<file path="src/hdl/fprs_pkg.sv">
// Shared constants, codes and controller/datapath interface types for the packet statistics engine.
package fprs_pkg;

  localparam int unsigned PORTS  = 2;
  localparam int unsigned QUEUES = 8;
  localparam int unsigned FLOWS  = 1024;

  localparam int unsigned SLOTS    = PORTS * 2;
  localparam int unsigned SLOT_W   = $clog2(SLOTS);
  localparam int unsigned QC_DEPTH = SLOTS * QUEUES;
  localparam int unsigned QC_AW    = $clog2(QC_DEPTH);
  localparam int unsigned FC_DEPTH = 2 * QUEUES * FLOWS;
  localparam int unsigned FC_AW    = $clog2(FC_DEPTH);
  localparam int unsigned FOFF_W   = $clog2(FLOWS);
  localparam int unsigned QCNT_W   = $clog2(QUEUES + 1);

  localparam int unsigned CNT_W      = 64;
  localparam int unsigned HALF_W     = CNT_W / 2;
  localparam int unsigned IP_W       = 32;
  localparam int unsigned FPB_W      = 14;
  localparam int unsigned QUSED_W    = 4;
  localparam int unsigned CFG_DATA_W = 32;
  localparam int unsigned CFG_IDX_W  = 3;

  localparam int unsigned FRAME_OVERHEAD_BYTES = 24;
  localparam int unsigned FBYTES_W   = FPB_W + 1;
  localparam int unsigned FBITS_W    = FBYTES_W + 3;
  localparam int unsigned PROD_W     = HALF_W + FBITS_W;
  localparam int unsigned ONE_MILLION = 1000000;

  // Division by one million is a shift by six followed by a division by 15625, done one
  // 16-bit quotient digit at a time with a reciprocal that is exact for every partial dividend.
  localparam int unsigned     DIGIT_W      = 16;
  localparam int unsigned     DIV_DIGITS   = CNT_W / DIGIT_W;
  localparam int unsigned     DIV_SHIFT    = 6;
  localparam int unsigned     DIV_BASE     = ONE_MILLION >> DIV_SHIFT;
  localparam int unsigned     REM_W        = $clog2(DIV_BASE);
  localparam int unsigned     TRIAL_W      = REM_W + DIGIT_W;
  localparam int unsigned     RECIP_SHIFT  = TRIAL_W + REM_W;
  localparam longint unsigned RECIP        = ((64'd1 << RECIP_SHIFT) + DIV_BASE - 1) / DIV_BASE;
  localparam int unsigned     RECIP_W      = $clog2(RECIP);
  localparam int unsigned     RECIP_PROD_W = TRIAL_W + RECIP_W;
  localparam int unsigned     DIVCNT_W     = $clog2(2 * DIV_DIGITS);

  localparam logic [1:0] KIND_COUNT  = 2'd0;
  localparam logic [1:0] KIND_SAMPLE = 2'd1;
  localparam logic [1:0] KIND_READ   = 2'd2;

  localparam logic [CFG_IDX_W-1:0] REG_RANGE_START = 3'd0;
  localparam logic [CFG_IDX_W-1:0] REG_RANGE_END   = 3'd1;
  localparam logic [CFG_IDX_W-1:0] REG_FRAME_BYTES = 3'd2;
  localparam logic [CFG_IDX_W-1:0] REG_RX_QUEUES   = 3'd3;
  localparam logic [CFG_IDX_W-1:0] REG_TX_QUEUES   = 3'd4;

  typedef struct packed {
    logic load;
    logic clear_wr;
    logic count_wr;
    logic emit;
    logic sum_step;
    logic delta_upd;
    logic mul_stage;
    logic mul_add;
    logic div_step;
    logic conv_store;
  } ctrl_cmd_t;

  typedef struct packed {
    logic [1:0] kind;
    logic       clear_last;
    logic       count_ok;
    logic       port_ok;
    logic       sum_done;
    logic       div_last;
    logic       conv_total;
  } dp_status_t;

endpackage

</file>
<file path="src/hdl/fprs_ctrl.sv">
// Sequencing state machine of the packet statistics engine.
module fprs_ctrl (
  input  logic                 clk_i,
  input  logic                 rst_ni,
  input  logic                 start,
  input  fprs_pkg::dp_status_t status_i,
  output fprs_pkg::ctrl_cmd_t  cmd_o,
  output logic                 busy,
  output logic                 result_valid_o
);
  import fprs_pkg::*;

  localparam logic [3:0] S_CLEAR = 4'd0;
  localparam logic [3:0] S_IDLE  = 4'd1;
  localparam logic [3:0] S_FIRST = 4'd2;
  localparam logic [3:0] S_SUM   = 4'd3;
  localparam logic [3:0] S_DELTA = 4'd4;
  localparam logic [3:0] S_MUL   = 4'd5;
  localparam logic [3:0] S_ADD   = 4'd6;
  localparam logic [3:0] S_DIV   = 4'd7;
  localparam logic [3:0] S_STORE = 4'd8;
  localparam logic [3:0] S_EMIT  = 4'd9;

  logic [3:0] state_q, state_d;
  logic       valid_q;

  always_comb begin
    state_d = state_q;
    cmd_o   = '0;
    case (state_q)
      S_CLEAR: begin
        cmd_o.clear_wr = 1'b1;
        if (status_i.clear_last) state_d = S_IDLE;
      end
      S_IDLE: begin
        if (start) begin
          cmd_o.load = 1'b1;
          state_d    = S_FIRST;
        end
      end
      S_FIRST: begin
        case (status_i.kind)
          KIND_COUNT: begin
            cmd_o.count_wr = status_i.count_ok;
            cmd_o.emit     = 1'b1;
            state_d        = S_IDLE;
          end
          KIND_SAMPLE: begin
            if (status_i.port_ok) begin
              state_d = S_SUM;
            end else begin
              cmd_o.emit = 1'b1;
              state_d    = S_IDLE;
            end
          end
          default: begin
            cmd_o.emit = 1'b1;
            state_d    = S_IDLE;
          end
        endcase
      end
      S_SUM: begin
        if (status_i.sum_done) state_d = S_DELTA;
        else cmd_o.sum_step = 1'b1;
      end
      S_DELTA: begin
        cmd_o.delta_upd = 1'b1;
        state_d         = S_MUL;
      end
      S_MUL: begin
        cmd_o.mul_stage = 1'b1;
        state_d         = S_ADD;
      end
      S_ADD: begin
        cmd_o.mul_add = 1'b1;
        state_d       = S_DIV;
      end
      S_DIV: begin
        cmd_o.div_step = 1'b1;
        if (status_i.div_last) state_d = S_STORE;
      end
      S_STORE: begin
        cmd_o.conv_store = 1'b1;
        state_d          = status_i.conv_total ? S_EMIT : S_MUL;
      end
      S_EMIT: begin
        cmd_o.emit = 1'b1;
        state_d    = S_IDLE;
      end
      default: state_d = S_IDLE;
    endcase
  end

  always_ff @(posedge clk_i or negedge rst_ni) begin
    if (!rst_ni) begin
      state_q <= S_CLEAR;
      valid_q <= 1'b0;
    end else begin
      state_q <= state_d;
      valid_q <= cmd_o.emit;
    end
  end

  assign busy           = (state_q != S_IDLE);
  assign result_valid_o = valid_q;

endmodule

</file>
<file path="config.mk">
export PLATFORM = sky130hd
export DESIGN_NAME = fprs_ctrl
export DESIGN_NICKNAME = d
export VERILOG_FILES = /design/src/hdl/fprs_pkg.sv /design/src/hdl/fprs_ctrl.sv
export SDC_FILE = /design/constraint.sdc
export NUM_CORES = 1
export LEC_CHECK = 0
export ABC_CLOCK_PERIOD_IN_PS = 1300
export BUFFER_PORTS_ARGS = -buffer_cell sky130_fd_sc_hd__buf_4
export CAP_MARGIN = 30
export CORE_AREA = 2 2 39 41
export DETAILED_ROUTE_END_ITERATION = 16
export DIE_AREA = 0 0 41 43
export GPL_TIMING_DRIVEN = 1
export PLACE_DENSITY = 0.69
export SKIP_LAST_GASP = 1
export SYNTH_ARGS = -nofsm -noshare
export SYNTH_HDL_FRONTEND = slang
export SYNTH_SLANG_ARGS = --single-unit
</file>
<file path="constraint.sdc">
create_clock -name clk_i -period 1.3 [get_ports clk_i]
set_input_delay 0.13 -clock clk_i [delete_from_list [all_inputs] [get_ports clk_i]]
set_output_delay 0.13 -clock clk_i [all_outputs]
set_load 0.005 [all_outputs]
</file>
-- Yosys cells after proc, flatten, opt, wreduce, memory -nomap -nowiden
Cells that the tools add are included.
- add/subtract/negate cells: 0
- multipliers: 0
- divide/modulo/power cells: 0
- order comparisons: 0
- equality and inequality tests: 15
- shift-type cells: 0
- muxes and demuxes: 23
- bitwise operators: 0
- reductions and logical operators: 3
- operators with widths (cell ; count):
    $pmux 4 s9 ; 1
    $mux 4 ; 6
    $eq 4x3->1 const B ; 4
    $mux 1 ; 14
    $eq 4x2->1 const B ; 2
    $eq 4x4->1 const B ; 2
    $ne 2x2->1 const B ; 4
    $eq 4x1->1 const B ; 1
    $logic_not 4->1 ; 1
    $ne 4x1->1 const B ; 1
    $reduce_and 4->1 ; 1
    $eq 2x1->1 const B ; 1
    $logic_not 2->1 ; 1
    $mux 2 ; 1
    $pmux 1 s2 ; 1
- register bits after elaboration: 5
- latch bits: 0
- bits in writable memories: 0
- memory bits (read-only): 0
- output and inout port bits: 12
- memories kept: 0

-- Longest topological paths before layout
Gate-level depths: netlist of run 1.
- word-level depth: 3
- gate-level depth with buffers: 5
- mapped depth without buffers: 4

-- Worst setup path before layout of run 1
Ideal clock, no wire load.
- path kind: reg-to-reg
- start point: reg state_q[0]
- end point: reg state_q[2]
- setup time: 0.080 ns
- arrival time: 1.113 ns
- required time: 1.220 ns
- slack: 0.107 ns
- cell stages (with the launch flop): 5
- path buffers: 0
- cells stage by stage: dfrtp_1 -> or4b_1 -> a21oi_1 -> a21oi_1 -> o22ai_2
- cells in the longest elaborated chain, start to end: 3
- elaborated cells on any way between the ends: 15
- classes of those cells: eq/ne (12); mux (1); reduce/logical (2)
- ends and longest elaborated chain (item ; RTL line ; source):
    start, declared ; fprs_ctrl.sv:24 ; logic [3:0] state_q, state_d;
    start signal, assigned ; fprs_ctrl.sv:99 ; state_q <= state_d;
    $eq 4x2->1 (tied with other cells) ; fprs_ctrl.sv:30 ; case (state_q)
    $ne 2x2->1 (no source line) ; -- ;
    $reduce_and 4->1 (no source line) ; -- ;
Parallel ways exist; a longest one is shown, timed or not.
A chain may end at the register's enable or synchronous reset.

-- Worst setup path in the final report of run 1
Ends and elaborated chain as after synthesis.

==> flow_metrics.env, run 1 <==
export IMPL_drv_cap=0
export IMPL_portBuffers=22
export IMPL_hold_class="in2reg"
export IMPL_crit_path_start="state_q[0]"
export IMPL_drcViolationCount=0
export IMPL_initialDrtViolationCount=7
export IMPL_grt_pass1_vias=498
export IMPL_insertion_delay_ns=0.25
export IMPL_path_class="reg2reg"
export IMPL_internal_power_uw=1132
export IMPL_n_antenna_cell=0
export IMPL_finalCritPeriodShare_pct=113.4
export IMPL_post_place_cells=92
export IMPL_antenna_found_initial=0
export IMPL_fmax_mhz=678.1
export IMPL_dr_total_vias=568
export IMPL_tightestPinTransition_ns=0.2316
export IMPL_period_needed_ns=1.475
export IMPL_slowest_delay_ns=0.51
export IMPL_rsz0062_at_grt="true"
export IMPL_cp_num_buf_inv=1
export IMPL_pre_cts_ws_ns=-0.004012
export IMPL_cts_buffers=3
export IMPL_yosys_warnings=0
export IMPL_hold_end="state_q[2]"
export IMPL_synth_edf_count=0
export IMPL_synth_cells_most_frequent="5 x dfrtp_1, 5 x nor2_1, 4 x a21oi_1, 4 x nand2_1"
export IMPL_critPathTopFamily="simple AND/OR/NAND/NOR gates"
export IMPL_critPathArrivalTime_ns=1.64
export IMPL_clockBufferDepth=2
export IMPL_wire_per_inst_microns=14.31
export IMPL_violations="negative setup slack"
export IMPL_synth_ff_type="dfrtp_1"
export IMPL_r2r_setup_slack_ns=-0.17
export IMPL_grt_max_degree=7
export IMPL_gp_congestion=0.8740
export IMPL_async_flop_share_pct=100.0
export IMPL_ant_nets=0
export IMPL_grt_pass1_wl_mm=2.159
export IMPL_rr_startpoint="state_q[0]"
export IMPL_wirelength_mm=1.631
export IMPL_start_util_pct=30.56
export IMPL_critPathSlowestCell="or4b_4"
export IMPL_synth_cells=50
export IMPL_nets=110
export IMPL_crit_path_cell_trace="buf_6 > or4b_4 > a21oi_2 > a21oi_1 > o22ai_2"
export IMPL_die_area_sq_mm=0.001763
export IMPL_firstDrtPassIters=4
export IMPL_fillerInstances=114
export IMPL_r2r_end="state_q[2]"
export IMPL_synth_top_area_share_pct=29.59
export IMPL_dpl_hpwl_microns=882.6
export IMPL_vias_per_cell=4.982
export IMPL_clock_root_buffer="clkbuf_4"
export IMPL_yosysSeqAreaShare_pct=29.59
export IMPL_power_density_mw_per_mm2=2113
export IMPL_clkPwrFrac_pct=10.0
export IMPL_placement_rows=14
export IMPL_report_final_slew_viol_count=0
export IMPL_grtUsageTotal_pct=17.94
export IMPL_outcome="finished with violations"
export IMPL_final_cells=114
export IMPL_coreArea_sq_mm=0.001384
export IMPL_synth_area_per_cell_sq_um=8.458
export IMPL_timing_hold_worst_path_depth=2
export IMPL_num_io_pins=23
export IMPL_power_frac_comb_pct=73.2
export IMPL_hold_viol=0
export IMPL_multiInputGateArea_sq_um=322.8
export IMPL_final_seq_area_sq_um=130.1
export IMPL_finalSetupTns_ns=-1.297
export IMPL_yosysTopAreaCell="dfrtp_1"
export IMPL_finalClockSkew_ns=0.006014
export IMPL_p_seq_share_pct=16.8
export IMPL_hold_ws_ns=0.08607
export IMPL_synth_area_leaders="dfrtp_1 30%, nor4_4 5.0%, a21oi_1 4.7%"
export IMPL_setup_slack_ns=-0.1746
export IMPL_setup_violations_final=14
export IMPL_cts_max_level=1
export IMPL_synth_area_sq_um=422.9
export IMPL_p_sw_uw=761.0
export IMPL_end_kind="register"
export IMPL_path_max_fanout=6
export IMPL_overflow=0
export IMPL_start_kind="register"
export IMPL_syn_to_final_growth_pct=111.8
export IMPL_rr_worst_depth=5
export IMPL_layout_drive_gt1_share_pct=75.51
export IMPL_switching_share_pct=40.21
export IMPL_ys_ff_latch=5
export IMPL_ir_worst_vdd_v=0.001040
export IMPL_tritoncts="built"
export IMPL_cp_depth=5
export IMPL_min_delay_start="status_i[1]"
export IMPL_critical_path_required_ns=1.47
export IMPL_relSlewSlack_pct=84.45
export IMPL_yosysUniqueCellTypes=29
export IMPL_cts_sinks=5
export IMPL_synth_fp_nets=61
export IMPL_die_h_microns=43
export IMPL_fin_total_pwr_uw=1893
export IMPL_p_leak_uw=0.0004298
export IMPL_clk_pin_slew_ns=0.05
export IMPL_die_w_microns=41
[state kept, by name, summed over array words and instances, names as in the netlist]
signal,cells
result_valid_o,1
state_q,4
[power by group through the flow]
stage | combinational [uW] | sequential [uW] | clock, uW
CTS | 1110 | 300 | 189
floorplan | 549 | 240 | 0
detailed placement | 829 | 294 | 0
finish | 1380 | 318 | 190
global placement | 821 | 290 | 0
global route | 1460 | 326 | 206
[final cells by class]
cell class | instances | share of cell area [%]
Timing Repair Buffer | 48 | 42.60
Multi-Input combinational cell | 37 | 36.03
Sequential cell | 5 | 14.53
Clock buffer | 4 | 2.933
Tap cell | 16 | 2.235
Inverter | 4 | 1.676
[repair_timing]
action	in CTS	in global routing
hold endpoints to repair	5	0
endpoints found under the setup margin	12	16
setup buffers	11	6
hold buffers	1	0
resized for setup	11	14
pin swaps	5	9
[routing by layer]
layer / vias up / part of all wire (%) / GRT usage (%)
met3: 2 / 5.2 / 7.330
met4: 0 / 1.7 / 3.333
met1: 270 / 41 / 22.48
li1: 274 / - / -
met2: 22 / 52 / 28.13
met5: - / 0 / 0
[how the worst max path moves through the flow]
stage,end,slack [ns]
floorplan,state_q[2],0.11
global placement,state_q[2],0.01
detailed placement,state_q[2],-0.004
CTS,cmd_o[6],-0.17
global route,cmd_o[6],-0.21
finish,state_q[2],-0.17
[stage by stage]
| stage | instance area [sq um] | utilization (%) |
|---|---|---|
| 4_1_cts | 793.3 | 57.32 |
| 5_1_grt | 895.9 | 64.74 |
| 3_3_place_gp | 633.1 | 45.75 |
| 3_5_place_dp | 633.1 | 45.75 |
| 2_1_floorplan | 422.9 | - |
| 6_report | 895.9 | 64.74 |
[cells in the final DEF (no fill, tap or decap), types with 2 or more instances in the layout]
cell,n
nor4_4,3
nor2_2,3
mux2i_1,2
clkbuf_4,3
o21ai_1,2
inv_1,2
nand2b_4,2
buf_6,5
nand2_1,4
nor2_1,3
inv_2,2
dfrtp_2,4
a21oi_1,3
buf_4,42
[cells by family after synthesis]
logic type	Yosys count	synth area share [%]
simple gates	25	36.99
flops	5	29.59
mux	2	4.734
buf+inv	8	11.83
compound gates	10	16.86
[worst reg2reg max path, delay by kind of cell (launching register included)]
kind / cells / cell delay, ns
buf+inv: 1 / 0.14
flops: 1 / 0.45
compound gates: 3 / 0.30
simple gates: 1 / 0.51
Power figures use the tool's default switching activity.
==> inputs of run 2 (changes only) <==
PLACE_DENSITY = 0.64   (was 0.69)
==> run 2 against run 1 <==
  * Non-clock buffer count shrank 1
  * Via count rose by 3.2%
  * The run still ends with negative setup slack left
  * Hold slack better by 0.0099 ns
  * Design area increased by 10%
  * Total power increased by 14%
  * Combinational power grew 19%
  * Clock power increased by 11%
==> flow_metrics.env, run 2 (synthesized netlist as in run 1, its figures left out) <==
export IMPL_outcome="finished with violations"
export IMPL_violations="negative setup slack"
export IMPL_critPathArrivalTime_ns=1.35
export IMPL_cp_num_buf_inv=1
export IMPL_fmax_mhz=674.2
export IMPL_drv_cap=0
export IMPL_r2r_setup_slack_ns=-0.13
export IMPL_hold_class="in2reg"
export IMPL_clock_root_buffer="clkbuf_4"
export IMPL_critPathSlowestCell="dfrtp_2"
export IMPL_tritoncts="built"
export IMPL_setup_slack_ns=-0.1832
export IMPL_layout_drive_gt1_share_pct=78.35
export IMPL_min_delay_start="status_i[1]"
export IMPL_p_leak_uw=0.0004535
export IMPL_coreArea_sq_mm=0.001384
export IMPL_ant_nets=0
export IMPL_wirelength_mm=1.838
export IMPL_insertion_delay_ns=0.27
export IMPL_num_io_pins=23
export IMPL_mostFrequentLayoutCells="33 x buf_4, 11 x buf_6, 4 x nand2_1, 4 x nor4_4"
export IMPL_end_kind="output port"
export IMPL_start_kind="register"
export IMPL_tightestPinTransition_ns=0.2627
export IMPL_grt_max_degree=7
export IMPL_largest_reg_flops=4
export IMPL_critical_path_required_ns=1.17
export IMPL_ir_worst_vdd_v=0.001142
export IMPL_die_area_sq_mm=0.001763
export IMPL_report_final_slew_viol_count=0
export IMPL_timing_hold_worst_path_depth=2
export IMPL_setup_violations_final=15
export IMPL_portBuffers=22
export IMPL_dr_total_vias=586
export IMPL_cts_buffers=3
export IMPL_final_common_cell="buf_4"
export IMPL_slowest_delay_ns=0.44
export IMPL_clockBufferDepth=2
export IMPL_grt_pass1_vias=558
export IMPL_placement_rows=14
export IMPL_antenna_found_initial=0
export IMPL_utilization_pct=71.25
export IMPL_rsz0062_at_grt="true"
export IMPL_power_density_mw_per_mm2=2195
export IMPL_finalCritPeriodShare_pct=114.1
export IMPL_clk_pin_slew_ns=0.05
export IMPL_placed_area_sq_um=633.1
export IMPL_vias_per_cell=5.186
export IMPL_firstDrtPassIters=4
export IMPL_die_h_microns=43
export IMPL_die_w_microns=41
export IMPL_wire_per_inst_microns=16.27
export IMPL_finalInstanceArea_sq_um=985.9
export IMPL_hold_ws_ns=0.09602
export IMPL_drcViolationCount=0
export IMPL_crit_path_cell_trace="and2b_2 > a22oi_2 > nor2_2 > buf_4"
export IMPL_critPathTopFamily="flip-flops"
export IMPL_hold_end="state_q[2]"
export IMPL_cts_max_level=1
export IMPL_syn_to_final_growth_pct=133.1
export IMPL_n_antenna_cell=0
export IMPL_period_needed_ns=1.483
export IMPL_nets=109
export IMPL_rr_worst_depth=6
export IMPL_grt_pass1_wl_mm=2.442
export IMPL_r2r_end="state_q[0]"
export IMPL_path_class="reg2out"
export IMPL_path_max_fanout=5
export IMPL_finalClockSkew_ns=0.009139
export IMPL_start_util_pct=30.56
export IMPL_top_register="state_q"
export IMPL_relSlewSlack_pct=82.44
export IMPL_grtUsageTotal_pct=21.51
export IMPL_cts_sinks=5
export IMPL_rr_startpoint="state_q[1]"
export IMPL_dpl_hpwl_microns=951.7
export IMPL_hold_viol=0
export IMPL_overflow=0
export IMPL_finalSetupTns_ns=-1.566
export IMPL_initialDrtViolationCount=18
export IMPL_gp_congestion=0.8478
==> run 2: worst max path at each step <==
stage               startpoint          to  slack (ns)  depth (start not counted)
floorplan           state_q[0]  state_q[2]        0.11                          4
global placement    state_q[2]  state_q[0]        0.01                          5
detailed placement  state_q[2]  state_q[0]       -0.05                          5
CTS                 state_q[1]    cmd_o[6]       -0.17                          4
global route        state_q[1]    cmd_o[6]       -0.21                          6
finish              state_q[1]    cmd_o[6]       -0.18                          4
==> run 2: what timing repair did <==
item / in CTS / in global routing
buffers inserted: 10 / 6
endpoints found under the setup margin: 13 / 14
hold endpoints to repair: 5 / 0
hold buffers: 1 / 0
pin swaps: 10 / 4
cloned: 0 / 0
gates resized for setup: 22 / 19
==> run 2: layer usage <==
metal  track usage, %  up-vias  part of all wire, %
met3            5.759        5                  4.2
met1            24.19      287                   38
li1                 -      269                    -
met2            34.06       25                   55
met4            12.67        0                  2.1
met5                0        -                    0
==> run 2: through the flow <==
| stage | worst slack [ns] | total power (uW) | std cells |
|---|---|---|---|
| after CTS | -0.1668 | 1742 | 107 |
| after floorplan | 0.1071 | 789.5 | 50 |
| after global placement | 0.01110 | 1119 | 92 |
| after detailed placement | -0.04788 | 1139 | 92 |
| final | -0.1832 | 2165 | 113 |
| after global routing | -0.2126 | 2280 | 113 |
==> run 2: power by group <==
group	switching (uW)	total (uW)	internal, uW
clock	92.1	210	118
sequential	88.7	312	223
combinational	719	1640	924
total	900	2160	1260
==> run 2: layout make-up <==
| cell class | instances | area [sq um] |
|---|---|---|
| clock buffers | 4 | 26.28 |
| fillers | 101 | 397.9 |
| inverters | 4 | 15.01 |
| multi-input cells | 37 | 379.1 |
| flip-flops and latches | 5 | 128.9 |
| well taps | 16 | 20.02 |
| repair buffers | 47 | 416.7 |
==> inputs of run 3 (changes only) <==
ABC_AREA = 1   (was unset)
PLACE_DENSITY = 0.63   (was 0.64)
SLEW_MARGIN = 20   (was unset)
==> run 3 against run 2 <==
  * The run still ends with negative setup slack left
  * Total power is 23% lower
  * Die area stayed put
  * Cell count is 12% higher
  * Sequential share of layout area is 2.6 points higher
  * Maximum frequency is 3.7% higher
  * Register-to-register slack better by 0.07 ns
  * Synthesized cell count is 36% higher
  * Worst setup slack better by 0.053 ns
  * Design area is 16% lower
  * Via count is 0.68% lower
  * Highest routed layer unchanged
==> flow_metrics.env, run 3 <==
export IMPL_outcome="finished with violations"
export IMPL_violations="negative setup slack"
export IMPL_fillerInstances=110
export IMPL_tritoncts="built"
export IMPL_clock_root_buffer="clkbuf_4"
export IMPL_rr_startpoint="state_q[0]"
export IMPL_r2r_setup_slack_ns=-0.06
export IMPL_multiInputGateArea_sq_um=285.3
export IMPL_end_kind="output port"
export IMPL_rr_worst_depth=9
export IMPL_clockBufferDepth=2
export IMPL_yosysUniqueCellTypes=16
export IMPL_synth_ff_type="dfrtp_1"
export IMPL_initialDrtViolationCount=6
export IMPL_final_seq_area_sq_um=130.1
export IMPL_grtUsageTotal_pct=14.86
export IMPL_gp_congestion=0.8427
export IMPL_start_util_pct=29.29
export IMPL_ant_nets=0
export IMPL_synth_fp_nets=79
export IMPL_ir_worst_vdd_v=0.0007206
export IMPL_synth_most_common_cell="nand2_1"
export IMPL_vias_per_cell=4.619
export IMPL_firstDrtPassIters=4
export IMPL_synth_area_sq_um=405.4
export IMPL_dr_total_vias=582
export IMPL_drcViolationCount=0
export IMPL_die_area_sq_mm=0.001763
export IMPL_n_antenna_cell=0
export IMPL_p_leak_uw=0.0004812
export IMPL_cts_max_level=1
export IMPL_power_density_mw_per_mm2=1992
export IMPL_tightestPinTransition_ns=0.2167
export IMPL_yosysTopAreaCell="dfrtp_1"
export IMPL_cts_buffers=3
export IMPL_synth_cells_most_frequent="18 x nand2_1, 17 x inv_1, 8 x nor2_1, 6 x nand3_1, 5 x dfrtp_1"
export IMPL_grt_pass1_vias=484
export IMPL_top_register="state_q"
export IMPL_fmax_mhz=699.4
export IMPL_grt_max_degree=6
export IMPL_setup_slack_ns=-0.1299
export IMPL_drv_cap=0
export IMPL_yosysSeqAreaShare_pct=30.86
export IMPL_critical_path_required_ns=1.17
export IMPL_synth_area_per_cell_sq_um=5.962
export IMPL_num_io_pins=23
export IMPL_synth_edf_count=0
export IMPL_nets=122
export IMPL_async_flop_share_pct=100.0
export IMPL_path_class="reg2out"
export IMPL_die_w_microns=41
export IMPL_syn_to_final_growth_pct=105.2
export IMPL_die_h_microns=43
export IMPL_antenna_found_initial=0
export IMPL_coreArea_sq_mm=0.001384
export IMPL_clk_pin_slew_ns=0.05
export IMPL_start_kind="register"
export IMPL_mostFrequentLayoutCells="33 x buf_4, 15 x nand2_1, 13 x inv_1"
export IMPL_final_common_cell="buf_4"
export IMPL_finalInstanceArea_sq_um=832.0
export IMPL_grt_pass1_wl_mm=1.828
export IMPL_r2r_end="state_q[0]"
export IMPL_hold_end="state_q[2]"
export IMPL_ys_ff_latch=5
export IMPL_insertion_delay_ns=0.25
export IMPL_timing_hold_worst_path_depth=4
export IMPL_cts_sinks=5
export IMPL_rsz0062_at_grt="true"
export IMPL_synth_cells=68
export IMPL_placed_area_sq_um=605.6
export IMPL_hold_class="in2reg"
export IMPL_largest_reg_flops=4
export IMPL_layout_drive_gt1_share_pct=56.36
export IMPL_path_max_fanout=4
export IMPL_report_final_slew_viol_count=0
export IMPL_finalClockSkew_ns=0.003767
export IMPL_critPathArrivalTime_ns=1.30
export IMPL_hold_viol=0
export IMPL_yosys_warnings=0
export IMPL_dpl_hpwl_microns=835.7
export IMPL_overflow=0
export IMPL_wirelength_mm=1.347
export IMPL_hold_ws_ns=0.1935
export IMPL_wire_per_inst_microns=10.69
export IMPL_relSlewSlack_pct=85.42
export IMPL_period_needed_ns=1.430
export IMPL_pre_cts_ws_ns=0.001647
export IMPL_synth_area_leaders="dfrtp_1 31%, nand2_1 17%, inv_1 16%"
export IMPL_finalCritPeriodShare_pct=110.0
export IMPL_min_delay_start="status_i[1]"
export IMPL_setup_violations_final=11
export IMPL_placement_rows=14
export IMPL_portBuffers=22
export IMPL_synth_top_area_share_pct=30.86
## run 3: cells by family (layout without fill, tap and decap cells)
family | after synthesis | count (layout) | share of synthesized area [%]
and+or+nand+nor | 41 | 41 | 46.30
buffers and inverters | 18 | 60 | 16.67
DFF | 5 | 5 | 30.86
AOI/OAI and AO/OA | 4 | 4 | 6.174
## run 3: worst max path at each step
stage	startpoint	endpoint	slack (ns)	cells past startpoint
after floorplan	state_q[3]	state_q[3]	0.14	5
after global placement	state_q[3]	cmd_o[7]	0.03	4
after detailed placement	state_q[3]	cmd_o[7]	0.002	4
after CTS	state_q[0]	cmd_o[8]	-0.12	4
after global routing	state_q[0]	cmd_o[6]	-0.20	5
final	state_q[0]	cmd_o[6]	-0.13	5
## run 3: what timing repair did
action                     4_1_cts  5_1_grt
cloned                           0        0
setup endpoints to repair       11       14
hold buffers                     1        0
buffers inserted                 7        6
pin swaps                        3        3
hold endpoints to repair         5        0
gates resized for setup         13       16
## run 3: layout make-up
cell class	count	area share (%)
clock buffer	4	3.158
sequential	5	15.64
multi-input combinational	45	34.29
timing repair buffer	38	36.39
tap	16	2.406
inverter	18	8.120
## run 3: metal layers
layer	wire, microns	vias up	global-route usage [%]
met5	0	-	0
met4	12	0	6.000
met3	53	2	3.141
met2	744	19	24.38
met1	537	272	17.68
li1	-	289	-
## run 3: per-stage QoR
| step | setup TNS, ns | util, % | cells | total power, uW |
|---|---|---|---|---|
| 4_1_cts | -0.6136 | 53.25 | 120 | 1355 |
| 5_1_grt | -1.334 | 60.13 | 126 | 1764 |
| 3_5_place_dp | 0 | 43.76 | 108 | 965.1 |
| 6_report | -0.7065 | 60.13 | 126 | 1657 |
| 3_3_place_gp | 0 | 43.76 | 108 | 964.0 |
| 2_1_floorplan | 0 | - | 68 | 660.8 |
## run 3: where the power goes
part | internal [uW] | total [uW] | leakage (uW) | switching, uW
registers | 223 | 306 | 0.0000596 | 82.8
logic | 597 | 1160 | 0.000407 | 563
clock network | 117 | 192 | 0.0000150 | 74.9
total | 936 | 1660 | 0.000481 | 721
## run 3: critical path, cell delays in order (launching register included)
cell and delay (ns):
dfrtp_2 0.42, inv_1 0.07, nor2_2 0.12, inv_2 0.07, o31ai_4 0.23, buf_4 0.14
